$ cat config.mk
export PLATFORM = sky130hd
export DESIGN_NAME = pfb_front_flat
export DESIGN_NICKNAME = d
export VERILOG_FILES = /design/src/assert_macros.svh /design/src/pfb_pkg.sv /design/src/pfb_if.sv /design/src/pfb_front.sv /design/src/flat_wrapper.sv
export SDC_FILE = /design/constraint.sdc
export NUM_CORES = 1
export LEC_CHECK = 0
export ABC_AREA = 0
export ABC_CLOCK_PERIOD_IN_PS = 1500
export BUFFER_PORTS_ARGS = -buffer_cell sky130_fd_sc_hd__buf_2
export CORE_AREA = 2 2 47 49
export DETAILED_ROUTE_END_ITERATION = 10
export DIE_AREA = 0 0 49 51
export GPL_TIMING_DRIVEN = 0
export PLACE_DENSITY = 0.89
export SETUP_SLACK_MARGIN = 0.05
export SYNTH_ARGS = -nofsm -noshare
export SYNTH_HDL_FRONTEND = slang
export SYNTH_SLANG_ARGS = --single-unit
$ cat constraint.sdc
create_clock -name vclk -period 1.5
set_input_delay 0.15 -clock vclk [all_inputs]
set_output_delay 0.15 -clock vclk [all_outputs]
set_load 0.01 [all_outputs]
$ cat src/assert_macros.svh
// Assertion macros shared by the frame buffer RTL.
// No dependencies; included by files that carry concurrent checks.
`ifndef ASSERT_MACROS_SVH
`define ASSERT_MACROS_SVH

// Antecedent true implies consequent true in the same cycle.
`define ASSERT_IMPL(label, clk, rst, ante, cons) \
   label: assert property (@(posedge clk) disable iff (rst) (ante) |-> (cons)) \
      else $error("assertion failed");

// Antecedent true implies consequent true in the following cycle.
`define ASSERT_NEXT(label, clk, rst, ante, cons) \
   label: assert property (@(posedge clk) disable iff (rst) (ante) |=> (cons)) \
      else $error("assertion failed");

`endif

$ cat src/pfb_pkg.sv
// Package for the page frame buffer: geometry, command codes and shared types.
// No dependencies; imported by every module of the block.
package pfb_pkg;

   localparam int WIDTH       = 128;
   localparam int HEIGHT      = 64;
   localparam int PAGES       = (HEIGHT + 7) / 8;
   localparam int STORE_SIZE  = WIDTH * PAGES;
   localparam int ADDR_W      = $clog2(STORE_SIZE);
   localparam int COL_W       = $clog2(WIDTH);
   localparam int PAGE_W      = (PAGES > 1) ? $clog2(PAGES) : 1;
   localparam int QUEUE_DEPTH = 2;
   localparam int QPTR_W      = $clog2(QUEUE_DEPTH);
   localparam int CONTRAST_W  = 6;

   localparam logic [7:0] WIDTH_LIMIT  = 8'(WIDTH);
   localparam logic [7:0] HEIGHT_LIMIT = 8'(HEIGHT);

   localparam logic [7:0] CTL_PAGE_BASE   = 8'hB0;
   localparam logic [7:0] CTL_COL_HI_BASE = 8'h10;
   localparam logic [7:0] CTL_COL_LO_MASK = 8'h0F;
   localparam logic [7:0] CTL_INVERT_BASE = 8'hA6;
   localparam logic [7:0] CTL_CONTRAST    = 8'h81;

   localparam logic KIND_PIXEL = 1'b0;
   localparam logic KIND_BYTE  = 1'b1;

   typedef enum logic [2:0] {
      CMD_SET_PIXEL     = 3'd0,
      CMD_READ_PIXEL    = 3'd1,
      CMD_START_FLUSH   = 3'd2,
      CMD_PULL          = 3'd3,
      CMD_SET_INVERT    = 3'd4,
      CMD_TOGGLE_INVERT = 3'd5,
      CMD_CONTRAST      = 3'd6,
      CMD_NOP           = 3'd7
   } cmd_type;

   typedef enum logic [1:0] {
      OV_NAND = 2'd0,
      OV_OR   = 2'd1,
      OV_XOR  = 2'd2,
      OV_KEEP = 2'd3
   } overlay_type;

   // Classified item as it travels from the front end to the back end.
   typedef struct packed {
      cmd_type                 cmd;
      logic [ADDR_W-1:0]       addr;
      logic [2:0]              bit_sel;
      logic                    in_range;
      logic                    value;
      overlay_type             overlay;
      logic                    invert_on;
      logic [CONTRAST_W-1:0]   contrast;
      logic [COL_W-1:0]        first_col;
      logic [COL_W-1:0]        last_col;
      logic [PAGE_W-1:0]       first_page;
      logic [PAGE_W-1:0]       last_page;
      logic                    span_ok;
   } item_type;

   typedef struct packed {
      logic       kind;
      logic [7:0] out_byte;
      logic       is_data;
      logic       pixel;
      logic       last;
   } rsp_payload_type;

   typedef struct packed {
      logic full;
      logic empty;
   } queue_status_type;

   typedef struct packed {
      logic clearing;
   } back_status_type;

   function automatic logic [ADDR_W-1:0] store_addr(input logic [COL_W-1:0] c,
                                                    input logic [PAGE_W-1:0] p);
      store_addr = ADDR_W'(int'(c) * PAGES + int'(p));
   endfunction

endpackage

$ cat src/pfb_if.sv
// Valid/ready channel interfaces for the request and response sides.
// No dependencies beyond the language itself.
interface pfb_req_if;
   logic       valid;
   logic       ready;
   logic [2:0] cmd;
   logic [7:0] col;
   logic [7:0] row;
   logic [7:0] end_col;
   logic [7:0] end_row;
   logic       value;
   logic [1:0] overlay;
   logic       invert_on;
   logic [7:0] contrast;

   modport source (output valid, cmd, col, row, end_col, end_row, value, overlay,
                   invert_on, contrast, input ready);
   modport sink (input valid, cmd, col, row, end_col, end_row, value, overlay,
                 invert_on, contrast, output ready);
endinterface


$ cat src/pfb_front.sv
// Front end: accepts requests, checks pixel ranges, clamps flush bounds
// and forms store addresses. Depends on pfb_pkg and pfb_req_if.
module pfb_front import pfb_pkg::*; (
   pfb_req_if.sink          req,
   input  queue_status_type q_status,
   input  back_status_type  b_status,
   output logic             push,
   output item_type         push_item
);

   logic [7:0] col_clamped;
   logic [7:0] end_col_clamped;
   logic [7:0] row_clamped;
   logic [7:0] end_row_clamped;
   logic       pix_in_range;

   assign req.ready = !q_status.full && !b_status.clearing;
   assign push      = req.valid && req.ready;

   always_comb begin
      col_clamped     = (req.col >= WIDTH_LIMIT) ? WIDTH_LIMIT - 8'd1 : req.col;
      end_col_clamped = (req.end_col >= WIDTH_LIMIT) ? WIDTH_LIMIT - 8'd1 : req.end_col;
      row_clamped     = (req.row >= HEIGHT_LIMIT) ? HEIGHT_LIMIT - 8'd1 : req.row;
      end_row_clamped = (req.end_row >= HEIGHT_LIMIT) ? HEIGHT_LIMIT - 8'd1 : req.end_row;
      pix_in_range    = (req.col < WIDTH_LIMIT) && (req.row < HEIGHT_LIMIT);

      push_item.cmd        = cmd_type'(req.cmd);
      // The clamped coordinates keep the address inside the store even when
      // the pixel itself is out of range; in_range then masks the effect.
      push_item.addr       = store_addr(COL_W'(col_clamped), PAGE_W'(row_clamped >> 3));
      push_item.bit_sel    = req.row[2:0];
      push_item.in_range   = pix_in_range;
      push_item.value      = req.value;
      push_item.overlay    = overlay_type'(req.overlay);
      push_item.invert_on  = req.invert_on;
      push_item.contrast   = req.contrast[CONTRAST_W-1:0];
      push_item.first_col  = COL_W'(col_clamped);
      push_item.last_col   = COL_W'(end_col_clamped);
      push_item.first_page = PAGE_W'(row_clamped >> 3);
      push_item.last_page  = PAGE_W'(end_row_clamped >> 3);
      push_item.span_ok    = (row_clamped >> 3) <= (end_row_clamped >> 3);
   end

endmodule

$ cat src/flat_wrapper.sv
// flat-port wrapper written by rule: the top's interface ports become plain ports
module pfb_front_flat import pfb_pkg::*;
  (q_status, b_status, push, push_item, req_valid, req_cmd, req_col, req_row, req_end_col, req_end_row, req_value, req_overlay, req_invert_on, req_contrast, req_ready);
  pfb_req_if req_i ();
  input  queue_status_type q_status;
  input  back_status_type b_status;
  output logic push;
  output item_type push_item;
  input wire logic [$bits(req_i.valid)-1:0] req_valid;
  input wire logic [$bits(req_i.cmd)-1:0] req_cmd;
  input wire logic [$bits(req_i.col)-1:0] req_col;
  input wire logic [$bits(req_i.row)-1:0] req_row;
  input wire logic [$bits(req_i.end_col)-1:0] req_end_col;
  input wire logic [$bits(req_i.end_row)-1:0] req_end_row;
  input wire logic [$bits(req_i.value)-1:0] req_value;
  input wire logic [$bits(req_i.overlay)-1:0] req_overlay;
  input wire logic [$bits(req_i.invert_on)-1:0] req_invert_on;
  input wire logic [$bits(req_i.contrast)-1:0] req_contrast;
  output wire logic [$bits(req_i.ready)-1:0] req_ready;
  assign req_i.valid = req_valid;
  assign req_i.cmd = req_cmd;
  assign req_i.col = req_col;
  assign req_i.row = req_row;
  assign req_i.end_col = req_end_col;
  assign req_i.end_row = req_end_row;
  assign req_i.value = req_value;
  assign req_i.overlay = req_overlay;
  assign req_i.invert_on = req_invert_on;
  assign req_i.contrast = req_contrast;
  assign req_ready = req_i.ready;
  pfb_front u_core (.req(req_i), .q_status(q_status), .b_status(b_status), .push(push), .push_item(push_item));
endmodule
==> results.yml <==
floorplan:
  die_area_sq_um: 2499
  die_w_microns: 49
  design.core.area_sq_um: 2063
  initial_core_util_pct: 22.50
  io_pins: 101
  core.rowCount: 17
  fp.dieH_microns: 51
final_layout:
  area_growth_pct: 108.4
  fin_area_sq_um: 967.2
  stdcell_count: 177
  diodes: 0
  seq_area_sq_um: 0
  fin_nets: 207
  nClkBuffers: 0
  multiInputGateArea_sq_um: 294.0
  fillers: 229
  layout-drive-gt1-share_pct: 83.89
  flops_and_latches: 0
power:
  pwr-share-comb_pct: 100.0
  switchingPower_uw: 112.7
  powerDensity_nw_per_um2: 275.3
  p_int_uw: 153.6
  ir_drop_mv: 0.1293
  pwr-share-seq_pct: 0
  p_clk_share_pct: 0
  p_leak_nw: 0.5461
  swShare_pct: 42.33
yosys:
  yosysMostFrequentCell: "buf_4"
  synth_top_area_share_pct: 43.67
  yosys-top-cells-count: "buf_4, or2_2, ha_1"
  synthDistinctLibCells: 14
  synthTopCellsByArea: "buf_4, or2_2, ha_1, or3_1, nor3_1"
  synth_seq_area_share_pct: 0
  yosys_warnings: 0
  synth_area_sq_um: 464.2
  syn_area_per_cell_sq_um: 6.826
  synthCells: 68
  synth_top_cell_by_area: "buf_4"
grt:
  grt_max_degree: 9
  grt_pass1_wl_microns: 2263
  antenna_found_initial: 0
  grt_pass1_vias: 598
  grtUsageTotal_pct: 10.80
  grt_overflow_total: 0
placement:
  hpwl_microns: 1478
  dpl_cell_area_sq_um: 902.1
  dp_slack_ns: -0.1384
  port-buffer-count: 79
  gp_congestion: 0.6479
  post-place-cells: 177
critical_path:
  setup.worst_path.start_class: "input pin"
  critPathArrivalTime_ns: 1.40
  critical-path-max-stage-delay_ns: 0.40
  critPathLaunch: "req_row[4]"
  worstPathMaxFanout: 3
  path_class: "input pin to output port"
  end_kind: "output port"
  path_cells: "buf_6 > or3_4 > ha_4 > nand4_1 > o221ai_1 > o21ai_1 > buf_2"
  slowest_stage: "or3_4"
  required_ns: 1.35
timing:
  hold_violations: 0
  finalSetupViolCount: 1
  rsz0062_at_grt: "yes"
  period_share_pct: 103.6
  period_needed_ns: 1.555
  setup_ws_ns: -0.05467
  drv_slew: 0
  max_freq_mhz: 643.2
worst_hold_path:
  hold_class: "input pin to output port"
  hp-start: "req_contrast[4]"
detailed_routing:
  initialDrtViolationCount: 1
  totalWireLength_microns: 1600
  vias: 701
  via_per_inst: 3.960
  drtPass1Iterations: 4
  wl_per_cell_microns: 9.040
  post-route-drc-count: 0
  drtAntennaViolNets: 0
cts:
  cts_setup_buffers: 0
  hold_buffers: 0
flow_run:
  drv_cap: 0
status:
  run_status: "complete, but fails checks"
  violations: "setup timing"
power groups by stage:
stage | Sequential (mW) | Clock, mW | Combinational, mW
detailed placement | 0 | 0 | 0.252
finish | 0 | 0 | 0.266
global placement | 0 | 0 | 0.248
CTS | 0 | 0 | 0.260
floorplan | 0 | 0 | 0.141
global route | 0 | 0 | 0.292
cell families after synthesis:
logic type                 after synthesis  synth area share (%)
adders and majority gates                5                 13.48
other                                    2                 1.618
and+or+nand+nor                         26                 32.88
buffers and inverters                   31                 46.90
AOI/OAI and AO/OA                        4                 5.121
cells in the final DEF, fill, tap and decap left out:
| cell | n |
|---|---|
| buf_2 | 75 |
| buf_4 | 28 |
| or2_2 | 14 |
| inv_1 | 4 |
| conb_1 | 4 |
| nor3_1 | 3 |
| ha_1 | 3 |
| or3_4 | 2 |
| or3_1 | 2 |
| a21oi_1 | 2 |
| ha_4 | 2 |
| buf_6 | 2 |
| nor3_2 | 1 |
| nand4_1 | 1 |
| nand2_1 | 1 |
| o221ai_1 | 1 |
| o21ai_1 | 1 |
| nor2_1 | 1 |
| and2_1 | 1 |
| buf_8 | 1 |
layer usage:
metal  vias up  part of all wire (%)  GRT usage (%)
met4         0                     0              0
met3         0                    11         0.8772
li1        350                     -              -
met1       294                    34          11.40
met2        57                    55          23.97
met5         -                     0              0
worst paths after layout:
kind	endpoint	slack (ns)	cells past startpoint
worst max-delay path	push_item[0]	-0.05	7
worst min-delay path	push_item[25]	0.48	2
cell type report:
type                       count  area share, %
buffer                        27          20.96
multi-input combinational     39          30.40
timing repair buffer          79          43.47
inverter                       4          1.552
tap                           28          3.622
metrics by stage:
step | power [mW] | hold WS (ns) | TNS, ns | util, %
after CTS | 0.2603 | 0.4840 | -0.05433 | 45.42
after global routing | 0.2921 | 0.4872 | -0.1385 | 46.88
final | 0.2663 | 0.4826 | -0.05467 | 46.88
after detailed placement | 0.2516 | 0.4842 | -0.1384 | 43.72
after floorplan | 0.1405 | 0.3475 | 0 | -
after global placement | 0.2475 | 0.4833 | -0.1148 | 43.72
critical path, delay by kind of cell:
family                     cells  cell delay [ns]
and+or+nand+nor                2             0.50
adders and majority gates      1             0.27
AOI/OAI and AO/OA              2             0.24
buffers and inverters          2             0.23
timing repair:
| item | in CTS | in global routing |
|---|---|---|
| gates resized for setup | 6 | 5 |
| setup endpoints to repair | 1 | 1 |
| pin swaps | 5 | 0 |
(Power assumes the default switching activity.)
