==> src/assert_macros.svh <==
// Assertion macros shared by the frame buffer RTL.
// No dependencies; included by files that carry concurrent checks.
`ifndef ASSERT_MACROS_SVH
`define ASSERT_MACROS_SVH

// Antecedent true implies consequent true in the same cycle.
`define ASSERT_IMPL(label, clk, rst, ante, cons) \
   label: assert property (@(posedge clk) disable iff (rst) (ante) |-> (cons)) \
      else $error("assertion failed");

// Antecedent true implies consequent true in the following cycle.
`define ASSERT_NEXT(label, clk, rst, ante, cons) \
   label: assert property (@(posedge clk) disable iff (rst) (ante) |=> (cons)) \
      else $error("assertion failed");

`endif

==> src/pfb_pkg.sv <==
// Package for the page frame buffer: geometry, command codes and shared types.
// No dependencies; imported by every module of the block.
package pfb_pkg;

   localparam int WIDTH       = 128;
   localparam int HEIGHT      = 64;
   localparam int PAGES       = (HEIGHT + 7) / 8;
   localparam int STORE_SIZE  = WIDTH * PAGES;
   localparam int ADDR_W      = $clog2(STORE_SIZE);
   localparam int COL_W       = $clog2(WIDTH);
   localparam int PAGE_W      = (PAGES > 1) ? $clog2(PAGES) : 1;
   localparam int QUEUE_DEPTH = 2;
   localparam int QPTR_W      = $clog2(QUEUE_DEPTH);
   localparam int CONTRAST_W  = 6;

   localparam logic [7:0] WIDTH_LIMIT  = 8'(WIDTH);
   localparam logic [7:0] HEIGHT_LIMIT = 8'(HEIGHT);

   localparam logic [7:0] CTL_PAGE_BASE   = 8'hB0;
   localparam logic [7:0] CTL_COL_HI_BASE = 8'h10;
   localparam logic [7:0] CTL_COL_LO_MASK = 8'h0F;
   localparam logic [7:0] CTL_INVERT_BASE = 8'hA6;
   localparam logic [7:0] CTL_CONTRAST    = 8'h81;

   localparam logic KIND_PIXEL = 1'b0;
   localparam logic KIND_BYTE  = 1'b1;

   typedef enum logic [2:0] {
      CMD_SET_PIXEL     = 3'd0,
      CMD_READ_PIXEL    = 3'd1,
      CMD_START_FLUSH   = 3'd2,
      CMD_PULL          = 3'd3,
      CMD_SET_INVERT    = 3'd4,
      CMD_TOGGLE_INVERT = 3'd5,
      CMD_CONTRAST      = 3'd6,
      CMD_NOP           = 3'd7
   } cmd_type;

   typedef enum logic [1:0] {
      OV_NAND = 2'd0,
      OV_OR   = 2'd1,
      OV_XOR  = 2'd2,
      OV_KEEP = 2'd3
   } overlay_type;

   // Classified item as it travels from the front end to the back end.
   typedef struct packed {
      cmd_type                 cmd;
      logic [ADDR_W-1:0]       addr;
      logic [2:0]              bit_sel;
      logic                    in_range;
      logic                    value;
      overlay_type             overlay;
      logic                    invert_on;
      logic [CONTRAST_W-1:0]   contrast;
      logic [COL_W-1:0]        first_col;
      logic [COL_W-1:0]        last_col;
      logic [PAGE_W-1:0]       first_page;
      logic [PAGE_W-1:0]       last_page;
      logic                    span_ok;
   } item_type;

   typedef struct packed {
      logic       kind;
      logic [7:0] out_byte;
      logic       is_data;
      logic       pixel;
      logic       last;
   } rsp_payload_type;

   typedef struct packed {
      logic full;
      logic empty;
   } queue_status_type;

   typedef struct packed {
      logic clearing;
   } back_status_type;

   function automatic logic [ADDR_W-1:0] store_addr(input logic [COL_W-1:0] c,
                                                    input logic [PAGE_W-1:0] p);
      store_addr = ADDR_W'(int'(c) * PAGES + int'(p));
   endfunction

endpackage

==> src/pfb_queue.sv <==
// Short item queue between the front and back ends of the frame buffer.
// Depends on pfb_pkg for the item type and depth.
module pfb_queue import pfb_pkg::*; (
   input  logic             clock,
   input  logic             reset,
   input  logic             push,
   input  item_type         push_item,
   input  logic             pop,
   output item_type         head,
   output queue_status_type status
);

   item_type            slots_ff [QUEUE_DEPTH];
   logic [QPTR_W-1:0]   wr_ptr_ff, wr_ptr_in;
   logic [QPTR_W-1:0]   rd_ptr_ff, rd_ptr_in;
   logic [QPTR_W:0]     count_ff, count_in;

   always_comb begin
      wr_ptr_in = push ? wr_ptr_ff + QPTR_W'(1) : wr_ptr_ff;
      rd_ptr_in = pop ? rd_ptr_ff + QPTR_W'(1) : rd_ptr_ff;
      count_in  = count_ff + (QPTR_W + 1)'(push) - (QPTR_W + 1)'(pop);
   end

   always_ff @(posedge clock) begin
      if (reset) begin
         wr_ptr_ff <= '0;
         rd_ptr_ff <= '0;
         count_ff  <= '0;
      end else begin
         wr_ptr_ff <= wr_ptr_in;
         rd_ptr_ff <= rd_ptr_in;
         count_ff  <= count_in;
      end
   end

   always_ff @(posedge clock) begin
      if (push) begin
         slots_ff[wr_ptr_ff] <= push_item;
      end
   end

   assign head         = slots_ff[rd_ptr_ff];
   assign status.full  = (count_ff == (QPTR_W + 1)'(QUEUE_DEPTH));
   assign status.empty = (count_ff == '0);

endmodule

==> config.mk <==
export PLATFORM = sky130hd
export DESIGN_NAME = pfb_queue
export DESIGN_NICKNAME = d
export VERILOG_FILES = /design/src/assert_macros.svh /design/src/pfb_pkg.sv /design/src/pfb_queue.sv
export SDC_FILE = /design/constraint.sdc
export NUM_CORES = 1
export LEC_CHECK = 0
export BUFFER_PORTS_ARGS = -buffer_cell sky130_fd_sc_hd__buf_2
export CORE_MARGIN = 3
export CORE_UTILIZATION = 47
export CTS_CLUSTER_SIZE = 12
export DETAILED_ROUTE_END_ITERATION = 10
export GPL_ROUTABILITY_DRIVEN = 0
export PLACE_DENSITY = 0.84
export SLEW_MARGIN = 20
export SYNTH_ARGS = -nofsm -noshare
export SYNTH_HDL_FRONTEND = slang
export SYNTH_SLANG_ARGS = --single-unit
==> constraint.sdc <==
create_clock -name clock -period 3.08 [get_ports clock]
set_clock_uncertainty 0.05 [all_clocks]
set_input_delay 0.154 -clock clock [delete_from_list [all_inputs] [get_ports clock]]
set_output_delay 0.154 -clock clock [all_outputs]
set_load 0.005 [all_outputs]
==> results of run 1 <==
-- stage by stage --
step | cell area [sq um] | total power, W
after floorplan | 3759 | 0.001852
after global placement | 4389 | 0.001989
after detailed placement | 4389 | 0.002004
after CTS | 5090 | 0.002910
after global routing | 5090 | 0.003015
final | 5090 | 0.002879
-- path summary, 6_finish.rpt --
check,start,endpoint,cells past startpoint
hold / removal,pop,rd_ptr_ff,3
setup / recovery,flip-flop,head[46],3
setup reg to reg,wr_ptr_ff,slots_ff[1][29],2
hold reg to reg,rd_ptr_ff,rd_ptr_ff,2
-- cells in the mapped netlist (all sizes together) --
cell	number
ha	2
and2	1
nor2b	3
xnor2	2
dfxtp	5
buf	5
inv	2
mux2	48
nor2	5
edfxtp	96
xnor3	1
-- worst max-delay path, cell delays in order (launching register included) --
cell and delay (ps):
dfxtp_2 750, buf_12 280, mux2_2 370, buf_2 140
-- timing repair --
item,CTS,global route
resized for setup,0,0
hold buffers,49,0
hold endpoints to repair,101,0
-- registers in the layout, indices dropped and copies added, names as in the netlist, named ones only --
| signal | flops |
|---|---|
| rd_ptr_ff | 1 |
| slots_ff | 96 |
| count_ff | 2 |
| wr_ptr_ff | 1 |
-- cell type report --
| cell class | count | area (sq um) |
|---|---|---|
| clock buffers | 9 | 123.9 |
| clock inverters | 7 | 86.33 |
| fillers | 476 | 2396 |
| inverters | 2 | 7.507 |
| multi-input cells | 62 | 733.2 |
| flip-flops and latches | 101 | 2984 |
| well taps | 99 | 123.9 |
| repair buffers | 153 | 1031 |
-- per-layer routing --
metal  global-route usage  part of all wire  vias up
met1               0.1910              0.40      979
met2               0.2968              0.53       83
li1                     -                 -      975
met3              0.05919             0.063       10
met4              0.04621            0.0099        0
met5                    0                 0        -
-- logic make-up (layout without fill, tap and decap cells) --
family | count (synthesis) | count (layout) | synth area share
flip-flops | 101 | 101 | 0.7936
multiplexers | 48 | 48 | 0.1638
AND/OR/NAND/NOR | 9 | 9 | 0.01165
buffers and inverters | 7 | 171 | 0.01365
XOR/XNOR | 3 | 3 | 0.01065
adder cells (fa/ha/maj) | 2 | 2 | 0.006657
-- power by group through the flow --
stage	Combinational, W	Clock (W)	Sequential [W]
after CTS	0.000382	0.000888	0.00164
after floorplan	0.000200	0	0.00165
after global placement	0.000324	0	0.00167
after detailed placement	0.000333	0	0.00167
final	0.000382	0.000858	0.00164
after global routing	0.000417	0.000950	0.00165
==> results.json, run 1 <==
{
  "status": "finished clean",
  "grt_pass1_vias": 2255,
  "critPathArrivalTime_ps": 1920,
  "worstMarginPinSlew_ps": 722.1,
  "areaGrowthSynthToFinish_pct": 35.42,
  "p_sw_w": 0.0006550,
  "final_core_util": 0.6799,
  "synth_cell_types": 13,
  "finalHoldWorstSlack_ps": 31.98,
  "cp_max_fo": 25,
  "yosys_warnings": 0,
  "hpwl_microns": 4439,
  "hold_path.class": "input pin to flip-flop",
  "final_common_cell": "buf_2",
  "cts_max_path_buffers": 2,
  "vias": 2047,
  "cp.required_ps": 2880,
  "critPathKind": "flip-flop to output port",
  "switching_share": 0.2275,
  "cp-start-kind": "flip-flop",
  "setup_viol": 0,
  "totalWireLength_microns": 7168,
  "clock_power_share": 0.298,
  "grt.total_usage": 0.1671,
  "root_buffer": "clkbuf_8",
  "numPortBuffers": 101,
  "dp.cells": 368,
  "start_util": 0.5021,
  "p_int_w": 0.002224,
  "slew_headroom": 0.5176,
  "max_cap_violations": 0,
  "grt-ovfl-total": 0,
  "cellLeakagePower_nw": 1.990,
  "antenna_left": 0,
  "synth_area_sq_um": 3759,
  "rows": 31,
  "r2r_slack_ps": 1250,
  "finalHoldViolations": 0,
  "final_cell_mix": "buf_2 (101), edfxtp_1 (96), dlygate4sd3_1 (49)",
  "ioPinCount": 102,
  "final_cell_count_no_fill": 433,
  "grt_max_degree": 26,
  "finalWorstSetupSlack_ps": 960.5,
  "drive_above_1_share": 0.5120,
  "yosysTopAreaCell": "edfxtp_1",
  "peakVddDrop_mv": 0.4518,
  "cts_tree": "done",
  "cts_setup_buffers": 0,
  "fin_nets": 383,
  "syn_avg_cell_area_sq_um": 22.11,
  "clk_latency_ps": 350,
  "fmax_ghz": 0.4718,
  "yosys_register_bits": 101,
  "place_ws_ps": 1241,
  "synth_top_area_frac": 0.7670,
  "finalSetupTns_ps": 0,
  "dr.first_iter.drc_count": 83,
  "fin_crit_sh": 0.6882,
  "antenna_found_initial": 0,
  "drc": 0,
  "diodes": 0,
  "grt_pass1_wl_microns": 11030,
  "drt-pass1-iter-count": 4,
  "synthCells": 170,
  "pwr-share-comb": 0.133,
  "core_region_area_sq_um": 7486,
  "rsz0062_at_grt": "false",
  "die_h_microns": 95.43,
  "numCtsBuffers": 9,
  "slew_violations": 0,
  "h-tree-depth": 3,
  "chipWidth_microns": 95.43,
  "synthTopCellsByArea": "edfxtp_1 (77%), mux2_2 (8.4%), mux2_4 (8.0%), dfxtp_1 (2.7%), buf_6 (0.90%)",
  "power_density_nw_per_um2": 565.7,
  "p_seq_frac": 0.569,
  "synth_fp_nets": 224,
  "fp.dieArea_sq_um": 9106,
  "endpoint_kind": "output port",
  "clk_pin_slew_worst_paths_ps": 100,
  "cts_num_sinks": 101,
  "ys_seq_area_frac": 0.7936,
  "finalCriticalPeriod_ps": 2120,
  "viasPerCell": 4.727,
  "wire_per_inst_microns": 16.55
}
Note: power is estimated with default switching activity, not from simulation.
==> run 2: changes to the inputs <==
==> constraint.sdc (replaced) <==
create_clock -name clock -period 1.7 [get_ports clock]
set_clock_uncertainty 0.05 [all_clocks]
set_input_delay 0.085 -clock clock [delete_from_list [all_inputs] [get_ports clock]]
set_output_delay 0.085 -clock clock [all_outputs]
set_load 0.005 [all_outputs]
==> run 2 against run 1 <==
Against the previous run: first-iteration DRC count increased by 9.6%; flip-flop and latch count unchanged; via count increased by 0.20%; die area unchanged; cell count increased by 1.2%; design area increased by 1.2%; hold slack improved by 370 ps.
==> results.json, run 2 (synthesis gave the netlist of run 1 again) <==
{
  "final_cell_count_no_fill": 438,
  "grt_use_met3": 0.04499,
  "status": "finished clean",
  "drc": 0,
  "cts_max_path_buffers": 2,
  "start_util": 0.5021,
  "critPathSlowestCell": "dfxtp_2",
  "diodes": 0,
  "max_cap_violations": 0,
  "grtUsageMet2": 0.2962,
  "r2r_slack_ps": 310,
  "dp.cells": 370,
  "rr_endpoint": "count_ff[1]",
  "cts_num_sinks": 101,
  "slew_violations": 0,
  "grt_pass1_vias": 2194,
  "final_common_cell": "buf_2",
  "fin_crit_sh": 0.9263,
  "pwr-share-comb": 0.144,
  "switching_share": 0.2223,
  "slew_headroom": 0.7626,
  "antenna_found_initial": 0,
  "final_cell_mix": "buf_2 (101), edfxtp_1 (96), dlygate4sd3_1 (52)",
  "cp-start-kind": "flip-flop",
  "clock_power_share": 0.286,
  "numPortBuffers": 101,
  "grt.total_usage": 0.1615,
  "path_cells": "buf_12, mux2_2, buf_2",
  "worstMarginPinSlew_ps": 356.1,
  "rsz0062_at_grt": "false",
  "cp_max_fo": 25,
  "numCtsBuffers": 9,
  "grt_pass1_wl_microns": 10760,
  "clk_latency_ps": 340,
  "viasPerCell": 4.683,
  "areaGrowthSynthToFinish_pct": 36.98,
  "cts_setup_buffers": 0,
  "critPathKind": "flip-flop to output port",
  "grt_max_degree": 49,
  "setup_viol": 0,
  "largest_reg_flops": 96,
  "fmax_ghz": 0.6351,
  "ctsHoldBuffers": 52,
  "vias": 2051,
  "finalCriticalPeriod_ps": 1575,
  "hold_path_end": "slots_ff[1][2]",
  "fp.dieArea_sq_um": 9106,
  "rows": 31,
  "h-tree-depth": 3,
  "crit_buf_inv": 2,
  "totalWireLength_microns": 7084,
  "critPathArrivalTime_ps": 1440,
  "hold_path.class": "input pin to flip-flop",
  "p_int_w": 0.004020,
  "cts_tree": "done",
  "cts-resized-gates": 0,
  "drt-pass1-iter-count": 4,
  "root_buffer": "clkbuf_8",
  "p_sw_w": 0.001149,
  "die_h_microns": 95.43,
  "finalHoldViolations": 0,
  "min_from": "push_item[2]",
  "wire_per_inst_microns": 16.17,
  "clk_pin_slew_worst_paths_ps": 100,
  "antenna_left": 0,
  "peakVddDrop_mv": 0.7815,
  "top_register": "slots_ff",
  "min_path_cells": 2,
  "core_region_area_sq_um": 7486,
  "grt-ovfl-total": 0,
  "worstRegToRegCells": 6,
  "cellLeakagePower_nw": 2.011,
  "power_density_nw_per_um2": 1004,
  "use_met1": 0.1816,
  "top_regs": "slots_ff (96), count_ff (2)",
  "path_delay_family": "flip-flops",
  "grt-busiest-layer": "met2",
  "hpwl_microns": 4052,
  "finalSetupTns_ps": 0,
  "r2r_start": "count_ff[0]",
  "drive_above_1_share": 0.5074,
  "ioPinCount": 102,
  "dr.first_iter.drc_count": 91,
  "cp.required_ps": 1560,
  "p_seq_frac": 0.570,
  "chipWidth_microns": 95.43,
  "endpoint_kind": "output port",
  "cpPeakStageDelay_ps": 390,
  "fin_nets": 388
}
## run 2: cell types whose count changed in the layout (fill, tap and decap cells not counted), sizes merged
cell	previous run	this run
buf	104	106
inv	7	3
dlygate4sd3	49	52
clkinvlp	1	2
clkinv	0	3
## run 2: worst reg2reg max path, stage by stage, from the launching register on
cell	delay (ps)
dfxtp_1	370
inv_1	60
ha_1	260
inv_1	60
ha_1	150
xnor3_1	230
nor2_1	140
## run 2: layer usage
metal / part of all wire / vias to the layer above
met5: 0 / -
met3: 0.066 / 10
met1: 0.39 / 977
met4: 0.012 / 0
li1: - / 987
met2: 0.53 / 77
## run 2: worst max path at each step
stage	start	to	slack, ps	cells past startpoint
2_1_floorplan	wr_ptr_ff	slots_ff[0][0]	170	1
3_3_place_gp	wr_ptr_ff	slots_ff[1][21]	420	2
3_5_place_dp	wr_ptr_ff	slots_ff[1][22]	400	2
4_1_cts	flip-flop	head[8]	100	3
5_1_grt	flip-flop	head[10]	60	3
6_report	flip-flop	head[15]	130	3
## run 2: final cells by class
class,count,area [sq um]
sequential,101,2984
fill,483,2337
timing repair buffer,158,1101
multi-input combinational,62,733.2
clock buffer,9,123.9
tap,99,123.9
clock inverter,7,75.07
inverter,2,7.507
## run 2: per-stage QoR
stage	utilization	setup slack [ps]	area (sq um)	hold WS, ps	power (W)
6_report	0.6878	125.4	5149	404.7	0.005170
5_1_grt	0.6878	57.44	5149	393.3	0.005387
4_1_cts	0.6878	104.5	5149	391.7	0.005181
3_5_place_dp	0.5917	403.7	4429	227.0	0.003641
3_3_place_gp	0.5917	423.8	4429	222.7	0.003616
2_1_floorplan	-	170.4	3767	106.6	0.003352
## run 2: power by group through the flow
stage | clock network, W | registers, W | logic, W
floorplan | 0 | 0.00299 | 0.000365
global placement | 0 | 0.00299 | 0.000626
detailed placement | 0 | 0.00300 | 0.000639
CTS | 0.00150 | 0.00295 | 0.000735
global route | 0.00161 | 0.00296 | 0.000812
finish | 0.00148 | 0.00295 | 0.000744
==> run 3: changes to the inputs <==
--- a/config.mk
+++ b/config.mk
@@ -5,13 +5,13 @@
 export SDC_FILE = /design/constraint.sdc
 export NUM_CORES = 1
 export LEC_CHECK = 0
-export BUFFER_PORTS_ARGS = -buffer_cell sky130_fd_sc_hd__buf_2
 export CORE_MARGIN = 3
-export CORE_UTILIZATION = 47
+export CORE_UTILIZATION = 49
 export CTS_CLUSTER_SIZE = 12
 export DETAILED_ROUTE_END_ITERATION = 10
+export DONT_BUFFER_PORTS = 1
 export GPL_ROUTABILITY_DRIVEN = 0
-export PLACE_DENSITY = 0.84
+export PLACE_DENSITY = 0.74
 export SLEW_MARGIN = 20
 export SYNTH_ARGS = -nofsm -noshare
 export SYNTH_HDL_FRONTEND = slang
==> run 3 against run 2 <==
Against the previous run: register-to-register slack better by 90 ps; worst setup slack better by 47 ps; combinational power down 26%; highest routed layer unchanged.
==> results.json, run 3 (synthesis gave the netlist of run 1 again) <==
{
  "worstMarginPinSlew_ps": 325.4,
  "numPortBuffers": 0,
  "cellLeakagePower_nw": 1.602,
  "chipWidth_microns": 93.58,
  "finalHoldViolations": 0,
  "fp.dieArea_sq_um": 8757,
  "die_h_microns": 93.58,
  "rsz0062_at_grt": "false",
  "path_cells": "buf_4, mux2_2",
  "critPathKind": "flip-flop to output port",
  "antenna_found_initial": 0,
  "dr.first_iter.drc_count": 56,
  "diodes": 0,
  "max_cap_violations": 0,
  "cp.required_ps": 1560,
  "setup_viol": 0,
  "rows": 31,
  "fin_crit_sh": 0.8984,
  "hold_path.class": "input pin to flip-flop",
  "numCtsBuffers": 9,
  "largest_reg_flops": 96,
  "vias": 1695,
  "ioPinCount": 102,
  "finalSetupTns_ps": 0,
  "final_common_cell": "edfxtp_1",
  "peakVddDrop_mv": 0.6414,
  "top_register": "slots_ff",
  "path_delay_family": "multiplexers",
  "clk_latency_ps": 340,
  "h-tree-depth": 3,
  "cts_max_path_buffers": 2,
  "fin_total_pwr_w": 0.004850,
  "endpoint_kind": "output port",
  "status": "finished clean",
  "slew_violations": 0,
  "top_regs": "slots_ff (96), count_ff (2)",
  "wire_per_inst_microns": 18.62,
  "drt-pass1-iter-count": 3,
  "start_util": 0.5127,
  "finalWorstSetupSlack_ps": 172.7,
  "slew_headroom": 0.7831,
  "cts_setup_buffers": 0,
  "cts_tree": "done",
  "cpPeakStageDelay_ps": 400,
  "place_ws_ps": 424.2,
  "grt_pass1_wl_microns": 9687,
  "critPathSlowestCell": "mux2_2",
  "fin_nets": 288,
  "final_cell_mix": "edfxtp_1 (96), dlygate4sd3_1 (52), mux2_2 (28)",
  "drive_above_1_share": 0.3054,
  "areaGrowthSynthToFinish_pct": 22.37,
  "fmax_ghz": 0.6548,
  "grt.total_usage": 0.1507,
  "cp_max_fo": 23,
  "cp-start-kind": "flip-flop",
  "critPathArrivalTime_ps": 1390,
  "totalWireLength_microns": 6294,
  "clk_pin_slew_worst_paths_ps": 90,
  "cts_num_sinks": 101,
  "crit_buf_inv": 1,
  "hpwl_microns": 4049,
  "viasPerCell": 5.015,
  "core_region_area_sq_um": 7331,
  "power_density_nw_per_um2": 1055,
  "grt_max_degree": 26,
  "drc": 0,
  "antenna_left": 0,
  "root_buffer": "clkbuf_8",
  "grt-ovfl-total": 0,
  "grt_pass1_vias": 1856,
  "finalCriticalPeriod_ps": 1527
}
## run 3: cell types whose count changed in the layout (fill, tap and decap cells not counted)
cell / previous run / this run
inv_8: 0 / 1
buf_2: 101 / 0
clkinv_4: 2 / 1
clkinv_1: 1 / 0
buf_12: 3 / 0
inv_6: 1 / 2
buf_6: 0 / 1
buf_4: 2 / 5
bufinv_16: 1 / 0
clkinv_2: 0 / 1
## run 3: path summary, 6_finish.rpt
path | startpoint | end | slack, ps | cells past startpoint
setup / recovery | flip-flop | head[5] | 170 | 2
hold / removal | pop | count_ff[1] | 120 | 3
setup reg to reg | count_ff[0] | count_ff[1] | 400 | 6
hold reg to reg | rd_ptr_ff | rd_ptr_ff | 480 | 2
## run 3: per-layer routing
layer	GRT usage	share of wire	wire, microns	vias to the layer above
met5	0	0	0	-
met4	0.05054	0.011	70	0
met3	0.07965	0.11	686	6
met2	0.2597	0.52	3289	79
met1	0.1574	0.36	2249	825
li1	-	-	-	785
## run 3: metrics by stage
step | instance area, sq um | util | hold WS, ps | cells
global route | 4599 | 0.6274 | 83.74 | 338
global placement | 3894 | 0.5311 | 107.1 | 270
CTS | 4596 | 0.6269 | 103.6 | 338
finish | 4599 | 0.6274 | 121.8 | 338
floorplan | 3767 | - | 106.6 | 170
detailed placement | 3894 | 0.5311 | 109.4 | 270
## run 3: power by group
part           total (W)  internal (W)  switching (W)
Combinational   0.000549      0.000299       0.000250
Clock            0.00136      0.000552       0.000807
Sequential       0.00294       0.00290      0.0000443
## run 3: cell type report
type / instances / area [sq um]
sequential: 101 / 2984
fill: 490 / 2731
multi-input combinational: 62 / 733.2
timing repair buffer: 58 / 569.3
clock buffer: 9 / 123.9
tap: 99 / 123.9
clock inverter: 7 / 57.56
inverter: 2 / 7.507
## run 3: what timing repair did
item | in CTS | in global routing
hold buffers | 52 | 0
endpoints found under the setup margin | 0 | 1
resized for setup | 0 | 1
hold endpoints to repair | 101 | 0
## run 3: worst min-delay path, delay by kind of cell
family / cells / cell delay, ps
XOR/XNOR: 1 / 210
AND/OR/NAND/NOR: 1 / 40
adder cells (fa/ha/maj): 1 / 140
